### src/sv/qsort_pkg.sv
// ----------------------------------------------------------------------------
// qsort_pkg
// shared types and constants of the quicksort buffer sorter
// ----------------------------------------------------------------------------
`default_nettype none
package qsort_pkg;
    localparam int CAPACITY    = 16;
    localparam int VALUE_WIDTH = 32;
    localparam int IDX_W       = $clog2(CAPACITY);
    localparam int CNT_W       = $clog2(CAPACITY + 1);
    localparam int SP_W        = $clog2(CAPACITY + 1);

    typedef logic signed [VALUE_WIDTH-1:0] value_t;
    typedef logic [IDX_W-1:0] idx_t;
    typedef logic [CNT_W-1:0] cnt_t;

    typedef struct packed {
        value_t value;
        logic   last;
    } in_beat_t;

    typedef struct packed {
        value_t sorted_value;
        logic   final_res;
        logic   overflow;
    } out_beat_t;
endpackage
`default_nettype wire

### src/sv/qsort_if.sv
// ----------------------------------------------------------------------------
// qsort_if
// valid/ready channel carrying one beat
// ----------------------------------------------------------------------------
`default_nettype none
interface qsort_if #(parameter type beat_t = logic);
    logic  valid;
    logic  ready;
    beat_t data;
    modport source (output valid, output data, input ready);
    modport sink (input valid, input data, output ready);
endinterface
`default_nettype wire

### src/sv/quicksort_buffer_sorter.sv
// ----------------------------------------------------------------------------
// quicksort_buffer_sorter
// buffers signed values and emits them sorted after the last beat
// ----------------------------------------------------------------------------
// loading: one beat per cycle, ready high only while collecting
// sort: pop a range, move its middle value to the front as pivot, partition; about N log N compares
// output: a store read, then the beat for each value, held while the sink is not ready
// one-value set: pop, middle, pop, store read, then its result; ready returns after the final beat
// reset: count, overflow flag and sequencer cleared; store contents undefined
`default_nettype none
module quicksort_buffer_sorter (
    input wire logic clk,
    input wire logic rst_n,
    qsort_if.sink    in_ch,
    qsort_if.source  out_ch
);
    import qsort_pkg::*;

    localparam logic [3:0] S_LOAD  = 4'd0;
    localparam logic [3:0] S_POP   = 4'd1;
    localparam logic [3:0] S_MID   = 4'd2;
    localparam logic [3:0] S_SWLM  = 4'd3;
    localparam logic [3:0] S_RDI   = 4'd4;
    localparam logic [3:0] S_CMPI  = 4'd5;
    localparam logic [3:0] S_CMPJ  = 4'd6;
    localparam logic [3:0] S_SWIJ  = 4'd7;
    localparam logic [3:0] S_RDC   = 4'd8;
    localparam logic [3:0] S_PUSH  = 4'd9;
    localparam logic [3:0] S_OUTRD = 4'd10;
    localparam logic [3:0] S_OUT   = 4'd11;
    localparam logic [3:0] S_RDJ   = 4'd13;

    value_t mem [CAPACITY];
    logic [2*IDX_W-1:0] stk [CAPACITY];

    logic [3:0] state_reg;
    cnt_t       count_reg;
    logic       drop_reg;
    logic [SP_W-1:0] sp_reg;
    idx_t       l_reg, r_reg;
    logic [IDX_W:0] i_reg, j_reg;
    value_t     pv_reg, a_reg, b_reg;
    idx_t       k_reg;
    idx_t       wa_reg;

    wire logic in_fire  = in_ch.valid && in_ch.ready;
    wire logic out_fire = out_ch.valid && out_ch.ready;
    wire idx_t sp_idx   = sp_reg[IDX_W-1:0];
    assign in_ch.ready = (state_reg == S_LOAD);
    assign out_ch.valid = (state_reg == S_OUT);
    assign out_ch.data.sorted_value = a_reg;
    assign out_ch.data.final_res = ({1'b0, k_reg} == count_reg - cnt_t'(1));
    assign out_ch.data.overflow = drop_reg;

    // signed compares against the pivot
    wire logic le = (a_reg <= pv_reg);
    wire logic lej = (b_reg <= pv_reg);
    wire logic [IDX_W:0] cut = i_reg - 1'b1;

    always_ff @(posedge clk)
    begin
        if (in_fire && count_reg < cnt_t'(CAPACITY))
            mem[count_reg[IDX_W-1:0]] <= in_ch.data.value;
        if (state_reg == S_SWLM)
        begin
            mem[l_reg] <= pv_reg;
            mem[wa_reg] <= a_reg;
        end
        if (state_reg == S_SWIJ)
        begin
            mem[i_reg[IDX_W-1:0]] <= b_reg;
            mem[j_reg[IDX_W-1:0]] <= a_reg;
        end
        if (state_reg == S_PUSH)
        begin
            mem[l_reg] <= a_reg;
            mem[cut[IDX_W-1:0]] <= pv_reg;
        end
    end

    always_ff @(posedge clk or negedge rst_n)
    begin
        if (!rst_n)
        begin
            state_reg <= S_LOAD;
            count_reg <= '0;
            drop_reg  <= 1'b0;
            sp_reg    <= '0;
        end
        else
        begin
            unique case (state_reg)
                S_LOAD:
                begin
                    if (in_fire)
                    begin
                        if (count_reg < cnt_t'(CAPACITY))
                            count_reg <= count_reg + cnt_t'(1);
                        else
                            drop_reg <= 1'b1;
                        if (in_ch.data.last)
                        begin
                            stk[0] <= {idx_t'(0), idx_t'(count_reg < cnt_t'(CAPACITY)
                                ? count_reg : count_reg - cnt_t'(1))};
                            sp_reg <= SP_W'(1);
                            state_reg <= S_POP;
                        end
                    end
                end
                S_POP:
                begin
                    if (sp_reg == '0)
                    begin
                        k_reg <= '0;
                        state_reg <= (count_reg == '0) ? S_LOAD : S_OUTRD;
                    end
                    else
                    begin
                        sp_reg <= sp_reg - 1'b1;
                        {l_reg, r_reg} <= stk[sp_idx - 1'b1];
                        state_reg <= S_MID;
                    end
                end
                S_MID:
                begin
                    if (l_reg >= r_reg)
                        state_reg <= S_POP;
                    else
                    begin
                        wa_reg <= l_reg + ((r_reg - l_reg) >> 1);
                        pv_reg <= mem[l_reg + ((r_reg - l_reg) >> 1)];
                        a_reg  <= mem[l_reg];
                        state_reg <= S_SWLM;
                    end
                end
                S_SWLM:
                begin
                    i_reg <= {1'b0, l_reg} + 1'b1;
                    j_reg <= {1'b0, r_reg};
                    state_reg <= S_RDI;
                end
                S_RDI:
                begin
                    if (i_reg > j_reg)
                        state_reg <= S_RDC;
                    else
                    begin
                        a_reg <= mem[i_reg[IDX_W-1:0]];
                        state_reg <= S_CMPI;
                    end
                end
                S_CMPI:
                begin
                    if (le)
                    begin
                        i_reg <= i_reg + 1'b1;
                        state_reg <= S_RDI;
                    end
                    else
                        state_reg <= S_RDJ;
                end
                S_RDJ:
                begin
                    if (i_reg > j_reg)
                        state_reg <= S_RDC;
                    else
                    begin
                        b_reg <= mem[j_reg[IDX_W-1:0]];
                        state_reg <= S_CMPJ;
                    end
                end
                S_CMPJ:
                begin
                    if (!lej)
                    begin
                        j_reg <= j_reg - 1'b1;
                        state_reg <= S_RDJ;
                    end
                    else
                        state_reg <= (i_reg < j_reg) ? S_SWIJ : S_RDC;
                end
                S_SWIJ:
                begin
                    i_reg <= i_reg + 1'b1;
                    j_reg <= j_reg - 1'b1;
                    state_reg <= S_RDI;
                end
                S_RDC:
                begin
                    a_reg <= mem[cut[IDX_W-1:0]];
                    state_reg <= S_PUSH;
                end
                S_PUSH:
                begin
                    if (cut > {1'b0, l_reg} + 1'b1 && cut < {1'b0, r_reg} - 1'b1
                        && {1'b0, r_reg} != '0)
                    begin
                        stk[sp_idx] <= {l_reg, idx_t'(cut - 1'b1)};
                        stk[sp_idx + 1'b1] <= {idx_t'(cut + 1'b1), r_reg};
                        sp_reg <= sp_reg + 2'd2;
                    end
                    else if (cut > {1'b0, l_reg} + 1'b1)
                    begin
                        stk[sp_idx] <= {l_reg, idx_t'(cut - 1'b1)};
                        sp_reg <= sp_reg + 1'b1;
                    end
                    else if ({1'b0, r_reg} > cut + 1'b1)
                    begin
                        stk[sp_idx] <= {idx_t'(cut + 1'b1), r_reg};
                        sp_reg <= sp_reg + 1'b1;
                    end
                    state_reg <= S_POP;
                end
                S_OUTRD:
                begin
                    a_reg <= mem[k_reg];
                    state_reg <= S_OUT;
                end
                S_OUT:
                begin
                    if (out_fire)
                    begin
                        if (out_ch.data.final_res)
                        begin
                            count_reg <= '0;
                            drop_reg <= 1'b0;
                            state_reg <= S_LOAD;
                        end
                        else
                        begin
                            k_reg <= k_reg + 1'b1;
                            state_reg <= S_OUTRD;
                        end
                    end
                end
                default: state_reg <= S_LOAD;
            endcase
        end
    end

    a_no_in_when_busy: assert property (@(posedge clk) disable iff (!rst_n)
        (state_reg != S_LOAD) |-> !in_ch.ready) else $error("ready while busy");
    a_cnt_bound: assert property (@(posedge clk) disable iff (!rst_n)
        count_reg <= cnt_t'(CAPACITY)) else $error("count over capacity");
    a_sp_bound: assert property (@(posedge clk) disable iff (!rst_n)
        sp_reg <= SP_W'(CAPACITY)) else $error("stack overflow");
    a_out_nonempty: assert property (@(posedge clk) disable iff (!rst_n)
        out_ch.valid |-> count_reg != '0) else $error("output with empty store");
endmodule
`default_nettype wire

### src/flat_wrapper.sv
// flat-port wrapper written by rule: the top's interface ports become plain ports
module quicksort_buffer_sorter_flat import qsort_pkg::*;
  (clk, rst_n, in_ch_valid, in_ch_data, in_ch_ready, out_ch_valid, out_ch_data, out_ch_ready);
  qsort_if #(.beat_t(in_beat_t)) in_ch_i ();
  qsort_if #(.beat_t(out_beat_t)) out_ch_i ();
  input wire logic clk;
  input wire logic rst_n;
  input wire logic [$bits(in_ch_i.valid)-1:0] in_ch_valid;
  input wire logic [$bits(in_ch_i.data)-1:0] in_ch_data;
  output wire logic [$bits(in_ch_i.ready)-1:0] in_ch_ready;
  output wire logic [$bits(out_ch_i.valid)-1:0] out_ch_valid;
  output wire logic [$bits(out_ch_i.data)-1:0] out_ch_data;
  input wire logic [$bits(out_ch_i.ready)-1:0] out_ch_ready;
  assign in_ch_i.valid = in_ch_valid;
  assign in_ch_i.data = in_ch_data;
  assign in_ch_ready = in_ch_i.ready;
  assign out_ch_valid = out_ch_i.valid;
  assign out_ch_data = out_ch_i.data;
  assign out_ch_i.ready = out_ch_ready;
  quicksort_buffer_sorter u_core (.clk(clk), .rst_n(rst_n), .in_ch(in_ch_i), .out_ch(out_ch_i));
endmodule
### config.mk
export PLATFORM = sky130hd
export DESIGN_NAME = quicksort_buffer_sorter_flat
export DESIGN_NICKNAME = d
export VERILOG_FILES = /design/src/sv/qsort_pkg.sv /design/src/sv/qsort_if.sv /design/src/sv/quicksort_buffer_sorter.sv /design/src/flat_wrapper.sv
export SDC_FILE = /design/constraint.sdc
export NUM_CORES = 2
export LEC_CHECK = 0
export BUFFER_PORTS_ARGS = -buffer_cell sky130_fd_sc_hd__buf_2
export CAP_MARGIN = 30
export CORE_MARGIN = 2
export CORE_UTILIZATION = 47
export CTS_CLUSTER_DIAMETER = 40
export DETAILED_ROUTE_END_ITERATION = 8
export PLACE_DENSITY = 0.67
export SLEW_MARGIN = 30
export SYNTH_ARGS = -nofsm -noshare
export SYNTH_HDL_FRONTEND = slang
export SYNTH_SLANG_ARGS = --single-unit
### constraint.sdc
create_clock -name clk -period 10.9 [get_ports clk]
set_clock_uncertainty 0.05 [all_clocks]
set_input_delay 1.09 -clock clk [delete_from_list [all_inputs] [get_ports clk]]
set_output_delay 1.09 -clock clk [all_outputs]
set_load 0.02 [all_outputs]
==> results.sh <==
export IMPL_arrival_ns=6.52
export IMPL_fin_hold_ws_ns=0.262
export IMPL_post_cts_resized=0
export IMPL_final_area_um2=67400
export IMPL_die_area_um2=133000
export IMPL_fill_cells=10700
export IMPL_synthFlopType="edfxtp_1"
export IMPL_die_h_um=364
export IMPL_finalCritPeriodShare=0.559
export IMPL_netlist_area_leader_share=0.375
export IMPL_dp_cells=6431
export IMPL_drt_drc_violations_left=0
export IMPL_drtIter0Drc=9417
export IMPL_clockBufferDepth=3
export IMPL_h_tree_depth=3
export IMPL_root_buffer="clkbuf_16"
export IMPL_drv_cap=0
export IMPL_tightest_slew_ns=1.16
export IMPL_max_freq_ghz=0.164
export IMPL_endpoint_kind="flip-flop"
export IMPL_worstSkewPairLatency_ns=0.76
export IMPL_synthCells=5024
export IMPL_synth_area_leader_cell="edfxtp_1"
export IMPL_layout_cells_non_filler=6656
export IMPL_synthTopCellsByArea="edfxtp_1 37%, mux4_2 32%, a21oi_1 5.2%, nor2_1 3.9%, mux2i_1 2.5%"
export IMPL_synth_seq_area_share=0.384
export IMPL_layout_min_cycle_time_ns=6.09
export IMPL_netlist_top_cells_count="857 x mux4_2, 762 x edfxtp_1, 638 x nor2_1, 637 x a21oi_1, 361 x nand2_1"
export IMPL_crit_path_max_fanout=50
export IMPL_run_status="finished clean"
export IMPL_hold_viol_final=0
export IMPL_synthArstFlopShare=0.0191
export IMPL_syn_num_nets=5170
export IMPL_cts_hold_fix_buffers=0
export IMPL_synth_edff_count=762
export IMPL_tns_ns=0
export IMPL_setup_viol=0
export IMPL_grt_pass1_vias=47600
export IMPL_swShare=0.405
export IMPL_postLayoutSetupSlackWorst_ns=4.81
export IMPL_start_util=0.473
export IMPL_dp_slack_ns=4.94
export IMPL_pwr_share_clk=0.211
export IMPL_area_delta_synth_final_pct=10.4
export IMPL_crit_type="flip-flop to flip-flop"
export IMPL_antenna_found_initial=8
export IMPL_cp_required_ns=11.33
export IMPL_reg2reg_to="u_core.pv_reg[24]$_DFFE_PP_"
export IMPL_grt_max_degree=133
export IMPL_rows=132
export IMPL_grtUsageTotal=0.341
export IMPL_gp_routability_congestion=0.941
export IMPL_switchingPower_uw=7480
export IMPL_rsz0062_at_grt="false"
export IMPL_grt_overflow_total=0
export IMPL_p_int_uw=11000
export IMPL_drv_slew=0
export IMPL_via_per_inst=7.50
export IMPL_dr_pass1_iters=8
export IMPL_p_seq_frac=0.252
export IMPL_syn_area_per_cell_um2=12.2
export IMPL_boundaryPins=73
export IMPL_portBuffers=72
export IMPL_design_core_area_um2=129000
export IMPL_routedWlPerCell_um=34.2
export IMPL_syn_area_um2=61100
export IMPL_place_area_um2=63200
export IMPL_power_density_nw_per_um2=274
export IMPL_dpl_hpwl_um=135000
export IMPL_routed_wl_um=228000
export IMPL_reg_top3="u_core.mem x512, u_core.stk x128"
export IMPL_hp_class="input pin to asynchronous set/reset pin"
export IMPL_cts_tree="built"
export IMPL_numCtsBuffers=118
export IMPL_rr_worst_depth=9
export IMPL_drive_above_1_share=0.290
export IMPL_slew_headroom=0.217
export IMPL_die_x_um=364
export IMPL_synth_most_common_cell="mux4_2"
export IMPL_pwr_share_comb=0.537
export IMPL_peakVddDrop_uv=608
export IMPL_vias=49900
export IMPL_ff2ff_setup_slack_ns=4.81
export IMPL_yosys_warnings=0
export IMPL_final_antenna_net_count=0
export IMPL_clk_pin_slew_ns=0.06
export IMPL_leakagePower_uw=0.0227
export IMPL_grt_pass1_wl_um=330000
export IMPL_start_kind="flip-flop"
export IMPL_yosysUniqueCellTypes=78
export IMPL_clock_sinks=785
export IMPL_cts_setup_buffers=0
export IMPL_regMostFlops="u_core.mem"
export IMPL_final_nets=4959
export IMPL_largest_reg_flops=512
export IMPL_r2r_start="u_core.l_reg[2]$_DFFE_PP_"
export IMPL_ys_ff_latch=785
## worst max-delay path, cell delays in order, from the launching register on
cell and delay, ns:
edfxtp_1 0.46, clkinv_2 0.62, ha_1 0.63, xor2_1 0.24, inv_1 0.08, fa_4 1.19, buf_4 0.75, buf_4 0.73
mux4_2 0.42, mux4_2 0.47
## power by group through the flow
| stage | combinational [µW] | clock (µW) | sequential (µW) |
|---|---|---|---|
| 4_1_cts | 9670 | 3880 | 4610 |
| 2_1_floorplan | 7090 | 0 | 4430 |
| 6_report | 9910 | 3890 | 4650 |
| 5_1_grt | 10300 | 4000 | 4670 |
| 3_3_place_gp | 9420 | 0 | 4650 |
| 3_5_place_dp | 9640 | 0 | 4670 |
## logic make-up after synthesis
logic type | count (synthesis) | share of synthesized area
and+or+nand+nor | 1220 | 0.0852
AOI/OAI and AO/OA | 1214 | 0.116
muxes | 1035 | 0.346
DFF | 785 | 0.384
buffers and inverters | 620 | 0.0408
adders and majority gates | 109 | 0.0226
xor gates and xnor gates | 41 | 0.00613
## placed cells by master, fill, tap and decap left out, types with 17 or more instances in the layout
master / n
a31oi_1: 34
nor2_1: 634
a21oi_1: 623
buf_4: 123
o21ai_4: 17
nand3_1: 47
mux2i_1: 154
nand2_1: 348
and2_1: 35
edfxtp_1: 762
or3_1: 20
buf_2: 72
o21ai_1: 76
o21ai_0: 135
a22oi_1: 49
clkbuf_16: 120
mux4_2: 857
a211oi_1: 68
a221oi_1: 66
xnor2_1: 25
a22o_1: 19
inv_1: 68
inv_6: 19
clkinvlp_4: 20
a221o_1: 19
o211ai_1: 21
nand4_1: 27
mux2_2: 20
ha_1: 105
## per-layer routing
layer | share of wire | GRT usage | vias up | routed length, µm
li1 | - | - | 19700 | -
met1 | 0.33 | 0.429 | 24300 | 74300
met2 | 0.44 | 0.497 | 4904 | 99500
met3 | 0.16 | 0.127 | 976 | 37200
met4 | 0.072 | 0.217 | 18 | 16500
met5 | 0.00092 | 0.00545 | - | 209
## area by class of cell
class                           instances  area (µm²)  area share
Antenna cell                            3        7.51    0.000111
Clock buffer                          125        3020      0.0448
Clock inverter                         93         988      0.0147
Inverter                               73         277     0.00410
Multi-Input combinational cell       3619       35800       0.532
Sequential cell                       785       23400       0.348
Tap cell                             1742        2180      0.0323
Timing Repair Buffer                  216        1620      0.0240
## worst max path at each step
| stage | from | end | slack, ns | cells after the start |
|---|---|---|---|---|
| 2_1_floorplan | u_core.state_reg[1]$_DFFE_PN0P_ | u_core.mem[8][0]$_DFFE_PP_ | 5.70 | 7 |
| 3_3_place_gp | u_core.l_reg[2]$_DFFE_PP_ | u_core.pv_reg[26]$_DFFE_PP_ | 4.99 | 9 |
| 3_5_place_dp | u_core.l_reg[2]$_DFFE_PP_ | u_core.pv_reg[27]$_DFFE_PP_ | 4.94 | 9 |
| 4_1_cts | u_core.l_reg[2]$_DFFE_PP_ | u_core.pv_reg[24]$_DFFE_PP_ | 4.93 | 9 |
| 5_1_grt | u_core.l_reg[2]$_DFFE_PP_ | u_core.pv_reg[27]$_DFFE_PP_ | 4.71 | 9 |
| 6_report | u_core.l_reg[2]$_DFFE_PP_ | u_core.pv_reg[24]$_DFFE_PP_ | 4.81 | 9 |
## per-stage QoR
stage,util,power [µW]
after global routing,0.522,19000
after CTS,0.521,18200
final,0.522,18400
after detailed placement,0.489,14300
after floorplan,-,11500
after global placement,0.488,14100
Power figures use the tool's default switching activity.
